--- src/rtl/core/sfdc_pkg.sv ---
// Shared types and constants for the sync-framed deframer with CRC-16 check.
// Used by the CRC unit and the top level; no dependencies.
package sfdc_pkg;

  // Parser phases, one per header, payload or check byte position.
  localparam logic [2:0] PH_SYNC1 = 3'd0;
  localparam logic [2:0] PH_SYNC2 = 3'd1;
  localparam logic [2:0] PH_CMD   = 3'd2;
  localparam logic [2:0] PH_LENH  = 3'd3;
  localparam logic [2:0] PH_LENL  = 3'd4;
  localparam logic [2:0] PH_DATA  = 3'd5;
  localparam logic [2:0] PH_CRCH  = 3'd6;
  localparam logic [2:0] PH_CRCL  = 3'd7;

  // Sequencer states.
  localparam logic [2:0] ST_IDLE     = 3'd0;
  localparam logic [2:0] ST_CRC      = 3'd1;
  localparam logic [2:0] ST_DRAIN_RD = 3'd2;
  localparam logic [2:0] ST_DRAIN_WR = 3'd3;
  localparam logic [2:0] ST_EMPTY    = 3'd4;

  // Configuration register indexes.
  localparam logic [1:0] CFG_SYNC_FIRST   = 2'd0;
  localparam logic [1:0] CFG_SYNC_SECOND  = 2'd1;
  localparam logic [1:0] CFG_LENGTH_LIMIT = 2'd2;

  localparam logic [7:0]  SyncFirstReset   = 8'hAA;
  localparam logic [7:0]  SyncSecondReset  = 8'h55;
  localparam logic [6:0]  LengthLimitReset = 7'd64;

  // CRC-16-CCITT, MSB first, no final inversion.
  localparam logic [15:0] CrcInit = 16'hFFFF;
  localparam logic [15:0] CrcPoly = 16'h1021;

  typedef struct packed {
    logic       init;
    logic       start;
    logic [7:0] data;
  } crc_ctrl_t;

  typedef struct packed {
    logic busy;
    logic last_step;
  } crc_stat_t;

endpackage

--- src/rtl/core/sync_frame_deframer_crc16_unit.sv ---
// Top level of the sync-framed deframer: header parser, sequencer and result register.
// Depends on sfdc_pkg, sfdc_crc_unit and sfdc_payload_buf.
//
// Usage: received bytes enter on rx_byte with in_valid; a transaction completes
// when in_valid is high and in_stall is low. The block hunts for the two sync
// bytes, reads a command byte and a big-endian 16-bit length, stores the
// payload and checks a big-endian CRC-16-CCITT over command, length and payload.
// Command, length and payload bytes are folded into the CRC by a bit-serial
// unit, so in_stall stays high after each of them until the unit has folded
// in all its bits. A low length byte that exceeds the limit drops the frame.
// Only a good frame produces results, one per payload byte, or one empty notice
// for a zero-length frame. They are read from the payload buffer, whose read
// port is registered, through a read state and a write state per result; an
// empty notice is loaded from the empty state. No input is taken until the
// frame is drained.
// While a result is valid and out_stall is high, the result register keeps
// its value and the drain waits. Configuration writes on cfg_valid/cfg_ready
// are always taken and must only be issued while the block is idle. Synchronous
// reset restores the default sync bytes and length limit and restarts the hunt.
module sync_frame_deframer_crc16_unit #(
  parameter int MAX_PAYLOAD = 64
) (
  input  logic       clk,
  input  logic       rst,
  input  logic       in_valid,
  output logic       in_stall,
  input  logic [7:0] rx_byte,
  output logic       out_valid,
  input  logic       out_stall,
  output logic [7:0] frame_cmd,
  output logic [6:0] frame_length,
  output logic [5:0] byte_index,
  output logic [7:0] payload_byte,
  output logic       has_data,
  output logic       last,
  input  logic       cfg_valid,
  output logic       cfg_ready,
  input  logic [1:0] cfg_index,
  input  logic [7:0] cfg_data
);
  import sfdc_pkg::*;

  localparam int         AW     = (MAX_PAYLOAD > 1) ? $clog2(MAX_PAYLOAD) : 1;
  localparam logic [6:0] MaxLen = 7'(MAX_PAYLOAD);

  logic [2:0]  state;
  logic [2:0]  phase;
  logic [6:0]  fill_index;
  logic [7:0]  len_hi;
  logic [6:0]  length_reg;
  logic [7:0]  cmd_reg;
  logic [5:0]  drain_idx;
  logic [7:0]  sync_first;
  logic [7:0]  sync_second;
  logic [6:0]  length_limit;

  logic        in_acc;
  logic        out_load;
  logic [15:0] len16;
  logic [6:0]  bound;
  logic        len_zero;
  logic        len_over;
  logic [6:0]  fill_inc;
  logic        drain_last;
  logic        wr_en;
  logic [7:0]  rd_data;
  logic [15:0] crc;
  crc_ctrl_t   crc_ctrl;
  crc_stat_t   crc_stat;

  assign in_stall  = (state != ST_IDLE);
  assign in_acc    = in_valid && !in_stall;
  assign cfg_ready = 1'b1;

  assign len16    = {len_hi, rx_byte};
  assign bound    = (length_limit < MaxLen) ? length_limit : MaxLen;
  assign len_zero = (len16 == 16'd0);
  assign len_over = (len16 > {9'd0, bound});
  assign fill_inc = fill_index + 7'd1;

  assign drain_last = (({1'b0, drain_idx} + 7'd1) == length_reg);
  assign out_load   = ((state == ST_DRAIN_WR) || (state == ST_EMPTY)) &&
                      (!out_valid || !out_stall);

  assign crc_ctrl.init  = in_acc && (phase == PH_SYNC2) && (rx_byte == sync_second);
  assign crc_ctrl.start = in_acc && ((phase == PH_CMD) || (phase == PH_LENH) ||
                          (phase == PH_DATA) || ((phase == PH_LENL) && !len_over));
  assign crc_ctrl.data  = rx_byte;

  assign wr_en = in_acc && (phase == PH_DATA) && (fill_index < MaxLen);

  sfdc_crc_unit u_crc (
    .clk  (clk),
    .rst  (rst),
    .ctrl (crc_ctrl),
    .stat (crc_stat),
    .crc  (crc)
  );

  sfdc_payload_buf #(
    .DEPTH (MAX_PAYLOAD),
    .AW    (AW)
  ) u_buf (
    .clk     (clk),
    .wr_en   (wr_en),
    .wr_addr (fill_index[AW-1:0]),
    .wr_data (rx_byte),
    .rd_en   (state == ST_DRAIN_RD),
    .rd_addr (drain_idx[AW-1:0]),
    .rd_data (rd_data)
  );

  always_ff @(posedge clk) begin
    if (rst) begin
      sync_first   <= SyncFirstReset;
      sync_second  <= SyncSecondReset;
      length_limit <= LengthLimitReset;
    end else if (cfg_valid && cfg_ready) begin
      case (cfg_index)
        CFG_SYNC_FIRST:   sync_first   <= cfg_data;
        CFG_SYNC_SECOND:  sync_second  <= cfg_data;
        CFG_LENGTH_LIMIT: length_limit <= cfg_data[6:0];
        default: ;
      endcase
    end
  end

  always_ff @(posedge clk) begin
    if (rst) begin
      state      <= ST_IDLE;
      phase      <= PH_SYNC1;
      fill_index <= 7'd0;
      drain_idx  <= 6'd0;
      out_valid  <= 1'b0;
    end else begin
      if (out_load) begin
        out_valid <= 1'b1;
      end else if (out_valid && !out_stall) begin
        out_valid <= 1'b0;
      end
      case (state)
        ST_IDLE: begin
          if (in_acc) begin
            case (phase)
              PH_SYNC1: begin
                if (rx_byte == sync_first) begin
                  phase <= PH_SYNC2;
                end
              end
              PH_SYNC2: begin
                if (rx_byte == sync_second) begin
                  phase      <= PH_CMD;
                  fill_index <= 7'd0;
                end else if (rx_byte != sync_first) begin
                  phase <= PH_SYNC1;
                end
              end
              PH_CMD: begin
                phase <= PH_LENH;
                state <= ST_CRC;
              end
              PH_LENH: begin
                phase <= PH_LENL;
                state <= ST_CRC;
              end
              PH_LENL: begin
                if (len_zero) begin
                  phase <= PH_CRCH;
                  state <= ST_CRC;
                end else if (len_over) begin
                  phase      <= PH_SYNC1;
                  fill_index <= 7'd0;
                end else begin
                  phase <= PH_DATA;
                  state <= ST_CRC;
                end
              end
              PH_DATA: begin
                fill_index <= fill_inc;
                state      <= ST_CRC;
                if (fill_inc >= length_reg) begin
                  phase <= PH_CRCH;
                end
              end
              PH_CRCH: begin
                if (rx_byte == crc[15:8]) begin
                  phase <= PH_CRCL;
                end else begin
                  phase      <= PH_SYNC1;
                  fill_index <= 7'd0;
                end
              end
              default: begin
                phase      <= PH_SYNC1;
                fill_index <= 7'd0;
                drain_idx  <= 6'd0;
                if (rx_byte == crc[7:0]) begin
                  state <= (length_reg == 7'd0) ? ST_EMPTY : ST_DRAIN_RD;
                end
              end
            endcase
          end
        end
        ST_CRC: begin
          if (crc_stat.last_step) begin
            state <= ST_IDLE;
          end
        end
        ST_DRAIN_RD: begin
          state <= ST_DRAIN_WR;
        end
        ST_DRAIN_WR: begin
          if (out_load) begin
            drain_idx <= drain_idx + 6'd1;
            state     <= drain_last ? ST_IDLE : ST_DRAIN_RD;
          end
        end
        ST_EMPTY: begin
          if (out_load) begin
            state <= ST_IDLE;
          end
        end
        default: begin
          state <= ST_IDLE;
        end
      endcase
    end
  end

  always_ff @(posedge clk) begin
    if (in_acc && (phase == PH_CMD)) begin
      cmd_reg <= rx_byte;
    end
    if (in_acc && (phase == PH_LENH)) begin
      len_hi <= rx_byte;
    end
    if (in_acc && (phase == PH_LENL)) begin
      length_reg <= len16[6:0];
    end
    if (out_load) begin
      frame_cmd    <= cmd_reg;
      frame_length <= length_reg;
      byte_index   <= (state == ST_DRAIN_WR) ? drain_idx : 6'd0;
      payload_byte <= (state == ST_DRAIN_WR) ? rd_data : 8'd0;
      has_data     <= (state == ST_DRAIN_WR);
      last         <= (state == ST_DRAIN_WR) ? drain_last : 1'b1;
    end
  end

  top_crc_wait_busy: assert property (@(posedge clk) disable iff (rst)
    (state == ST_CRC) |-> crc_stat.busy)
    else $error("Sequencer waits on the CRC unit while it is idle");

  top_data_in_range: assert property (@(posedge clk) disable iff (rst)
    (phase == PH_DATA) |-> ((fill_index < length_reg) && (length_reg <= MaxLen)))
    else $error("Payload fill index or length out of range");

  top_last_matches_length: assert property (@(posedge clk) disable iff (rst)
    (out_valid && has_data && last) |->
      (({1'b0, byte_index} + 7'd1) == frame_length))
    else $error("Final payload result does not match the frame length");

  top_empty_notice: assert property (@(posedge clk) disable iff (rst)
    (out_valid && !has_data) |-> ((frame_length == 7'd0) && (payload_byte == 8'd0) && last))
    else $error("Empty frame notice carries data");

endmodule

--- src/rtl/core/sfdc_crc_unit.sv ---
// Bit-serial CRC-16 unit: folds one byte into the running checksum, one bit a cycle.
// Depends on sfdc_pkg for the control and status structs and the CRC constants.
module sfdc_crc_unit (
  input  logic              clk,
  input  logic              rst,
  input  sfdc_pkg::crc_ctrl_t ctrl,
  output sfdc_pkg::crc_stat_t stat,
  output logic [15:0]       crc
);
  import sfdc_pkg::*;

  logic [15:0] crc_reg;
  logic [2:0]  step;
  logic        busy;
  logic [15:0] crc_shift;

  assign crc_shift = crc_reg[15] ? ({crc_reg[14:0], 1'b0} ^ CrcPoly)
                                 : {crc_reg[14:0], 1'b0};

  always_ff @(posedge clk) begin
    if (rst) begin
      crc_reg <= CrcInit;
      busy    <= 1'b0;
      step    <= 3'd0;
    end else if (ctrl.init) begin
      crc_reg <= CrcInit;
    end else if (ctrl.start) begin
      crc_reg <= crc_reg ^ {ctrl.data, 8'h00};
      busy    <= 1'b1;
      step    <= 3'd0;
    end else if (busy) begin
      crc_reg <= crc_shift;
      step    <= step + 3'd1;
      if (step == 3'd7) begin
        busy <= 1'b0;
      end
    end
  end

  assign stat.busy      = busy;
  assign stat.last_step = busy && (step == 3'd7);
  assign crc            = crc_reg;

  crc_no_start_while_busy: assert property (@(posedge clk) disable iff (rst)
    busy |-> !ctrl.start)
    else $error("CRC unit started while a byte was still being folded in");

  crc_busy_ends_after_last: assert property (@(posedge clk) disable iff (rst)
    (busy && step == 3'd7 && !ctrl.init) |=> !busy)
    else $error("CRC unit stayed busy beyond eight steps");

  crc_step_zero_when_started: assert property (@(posedge clk) disable iff (rst)
    (ctrl.start && !ctrl.init) |=> (busy && step == 3'd0))
    else $error("CRC unit did not begin a fresh byte");

endmodule

--- src/rtl/core/sfdc_payload_buf.sv ---
// Payload buffer: one write port and one registered read port over the frame bytes.
// No package dependencies; depth and address width come from the top level.
module sfdc_payload_buf #(
  parameter int DEPTH = 64,
  parameter int AW    = 6
) (
  input  logic          clk,
  input  logic          wr_en,
  input  logic [AW-1:0] wr_addr,
  input  logic [7:0]    wr_data,
  input  logic          rd_en,
  input  logic [AW-1:0] rd_addr,
  output logic [7:0]    rd_data
);

  logic [7:0] mem [DEPTH];

  always_ff @(posedge clk) begin
    if (wr_en) begin
      mem[wr_addr] <= wr_data;
    end
  end

  always_ff @(posedge clk) begin
    if (rd_en) begin
      rd_data <= mem[rd_addr];
    end
  end

endmodule
--- config.mk ---
export PLATFORM = sky130hd
export DESIGN_NAME = sync_frame_deframer_crc16_unit
export DESIGN_NICKNAME = d
export VERILOG_FILES = /design/src/rtl/core/sfdc_pkg.sv /design/src/rtl/core/sync_frame_deframer_crc16_unit.sv /design/src/rtl/core/sfdc_crc_unit.sv /design/src/rtl/core/sfdc_payload_buf.sv
export SDC_FILE = /design/constraint.sdc
export NUM_CORES = 1
export LEC_CHECK = 0
export ABC_AREA = 1
export BUFFER_PORTS_ARGS = -buffer_cell sky130_fd_sc_hd__buf_2
export CAP_MARGIN = 20
export CORE_MARGIN = 2
export CORE_UTILIZATION = 32
export CTS_CLUSTER_DIAMETER = 150
export CTS_CLUSTER_SIZE = 25
export DETAILED_ROUTE_END_ITERATION = 16
export HOLD_SLACK_MARGIN = 0.02
export PLACE_DENSITY = 0.48
export SLEW_MARGIN = 10
export SYNTH_ARGS = -nofsm -noshare
export SYNTH_HDL_FRONTEND = slang
export SYNTH_SLANG_ARGS = --single-unit
--- constraint.sdc ---
create_clock -name clk -period 6.31 [get_ports clk]
set_clock_uncertainty 0.05 [all_clocks]
set_input_delay 0.3155 -clock clk [delete_from_list [all_inputs] [get_ports clk]]
set_output_delay 0.3155 -clock clk [all_outputs]
set_load 0.1 [all_outputs]
==> reports/metrics.cfg <==
[pwr]
swShare_pct = 21.2
leakagePower_nw = 9.40
p_clk_share_pct = 30.7
seqPwrFrac_pct = 66.0
power_switching_mw = 1.48
p_int_mw = 5.51
power_mw = 6.99
power_density_mw_per_mm2 = 247
peakVddDrop_uv = 198
power_frac_comb_pct = 3.3

[cts]
post_cts.repair.setup_buffers = 0
cts-resized-gates = 0
clock-root-buffer = clkbuf_16
cts_tree = yes
numCtsBuffers = 29
htreeDepth = 1
clockBufferDepth = 3
cts_hold_buf = 10
cts_sinks = 637
worst_skew_pair.late_latency_ns = 0.62
path_clk_slew_ns = 0.11

[finish]
drive_gt1_share_pct = 5.90
antenna_cells = 0
final_cells = 3316
area_growth_pct = 8.22
design_area_mm2 = 0.0283
final_util_pct = 35.1
layout_commonest_cell = edfxtp_1
n_fill_cell = 7896
nets = 2286
largest_register_ffs = 512
final_cell_mix = edfxtp_1 (574), nor2_1 (440), o21ai_0 (335)

[drt]
ant_nets = 0
dr.pass1.iters = 7
vias = 17200
wl_per_cell_um = 21.9
via_per_inst = 5.20
drc_errors = 0
routed_wl_um = 72500
drt_iter0_markers = 1685

[floorplan]
die_h_um = 290
coreArea_mm2 = 0.0808
die_area_mm2 = 0.0841
pin_count = 57
die_w_um = 290
rows = 104
start_util_pct = 32.4

[sta]
tightest_slew_ns = 1.03
fin_crit_sh_pct = 57.2
post-route-min-period_ns = 3.61
rsz0062_at_grt = false
hold_ws_ns = 0.0918
finalHoldViolations = 0
slew_headroom_pct = 30.9
max_freq_mhz = 277
drv_slew = 0
fin_tns_setup_ns = 0
final-setup-viol-count = 0
worst_slack_ns = 2.70

[worst_setup_path]
crit_path_start_kind = flip-flop
r2r_cells = 8
critPathRequiredTime_ns = 6.76
r2r_setup_slack_ns = 2.70
r2r-end = u_buf.rd_data[4]$_DFFE_PN_
setup.worst_path.end_class = flip-flop
r2r-start = drain_idx[0]$_SDFFE_PP0P_
cp.arrival_ns = 4.06
path_class = flip-flop to flip-flop
crit_path_max_fanout = 113

[place]
portBuffers = 55
pre_cts_ws_ns = 2.64
placed_area_mm2 = 0.0274
hpwl_um = 42600
gp_congestion = 0.808
dp.cells = 3263

[grt]
antenna_found_initial = 1
grt.total_usage_pct = 16.9
grt_pass1_vias = 17100
grt_use_met1_pct = 22.7
use_met2_pct = 29.3
met3_usage_pct = 1.55
top_usage_layer = met2
grt_max_degree = 114
grt_pass1_wl_um = 110000
grt_overflow = 0

[synth]
yosysTopAreaCell = edfxtp_1
synth_warnings = 0
synth_cell_types = 41
synth_top_area_share_pct = 65.8
synth.area.top_cells = edfxtp_1 (66%), o21ai_0 (6.4%), nor2_1 (6.3%)
ys_seq_area_share_pct = 70.7
synth-edff-count = 574
synth_area_mm2 = 0.0262
syn-num-nets = 2299
syn_area_per_cell_um2 = 11.6
ys_seq_elements = 637
synthFlopType = edfxtp_1
syn-instance-count = 2258
async_flop_share_pct = 0

[min_path]
min_path_cells = 1
min_to = u_buf.mem[47][1]$_DFFE_PP_
min_from = rx_byte[1]
hold_class = input pin to flip-flop

[outcome]
status = finished, final reports clean

[flow_run]
maxCapViolCount = 0

Yosys cell counts (2+ instances only):
cell type,instances
clkinv_1,2
nor3_2,2
buf_2,32
nand2_1,239
nand3b_1,8
nor4_1,2
inv_1,73
nand2_2,2
dfxtp_1,63
clkbuf_1,89
o211ai_1,28
xnor2_1,22
edfxtp_1,574
o21ai_1,10
xor2_1,19
o21ai_0,335
ha_1,18
buf_4,2
nand4_1,12
or2_2,3
inv_2,8
o22ai_1,128
nand3_1,62
nor2_1,440
o21bai_1,2
nor3_1,9
o21a_1,2
a21oi_1,53
buf_1,7
layout make-up:
type	count	area, µm²	share of cell area (%)
Multi-Input combinational cell	1406	6830	24.1
Inverter	83	318	1.12
Sequential cell	637	18500	65.3
Tap cell	1060	1330	4.68
Timing Repair Buffer	88	566	2.00
Clock inverter	1	16.3	0.0574
Clock buffer	41	771	2.72
worst max-delay path: stages (launching register included):
cell	delay, ns
dfxtp_4	0.55
inv_6	0.73
buf_4	0.89
o21ai_0	0.17
o22ai_1	0.24
o21ai_0	0.13
o21ai_0	0.32
o211ai_1	0.19
nand2_1	0.10
how the worst max path moves through the flow:
stage / startpoint / to / cells after the start
global placement: drain_idx[1]$_SDFFE_PP0P_ / u_buf.rd_data[4]$_DFFE_PN_ / 11
floorplan: out_valid$_SDFFE_PP0P_ / drain_idx[0]$_SDFFE_PP0P_ / 6
finish: drain_idx[0]$_SDFFE_PP0P_ / u_buf.rd_data[4]$_DFFE_PN_ / 8
CTS: drain_idx[1]$_SDFFE_PP0P_ / u_buf.rd_data[4]$_DFFE_PN_ / 11
global route: drain_idx[0]$_SDFFE_PP0P_ / u_buf.rd_data[4]$_DFFE_PN_ / 8
detailed placement: drain_idx[1]$_SDFFE_PP0P_ / u_buf.rd_data[4]$_DFFE_PN_ / 11
logic make-up after synthesis:
kind of cell	synth area share, %
xor+xnor	1.37
flops	70.7
compound gates	11.7
simple gates	12.1
buf+inv	3.30
other cells	0.0143
fa+ha+maj	0.860
routing by layer:
metal,part of all wire (%),vias to the layer above
met5,0,-
met4,2.5,0
met3,4.4,80
met2,49,427
met1,44,8726
li1,-,8009
power groups by stage:
| stage | registers, mW | logic (mW) | clock network [mW] |
|---|---|---|---|
| after detailed placement | 4.71 | 0.232 | 0 |
| final | 4.62 | 0.233 | 2.15 |
| after floorplan | 4.71 | 0.113 | 0 |
| after CTS | 4.62 | 0.237 | 2.20 |
| after global routing | 4.62 | 0.261 | 2.33 |
| after global placement | 4.71 | 0.226 | 0 |
(Power assumes the default switching activity.)
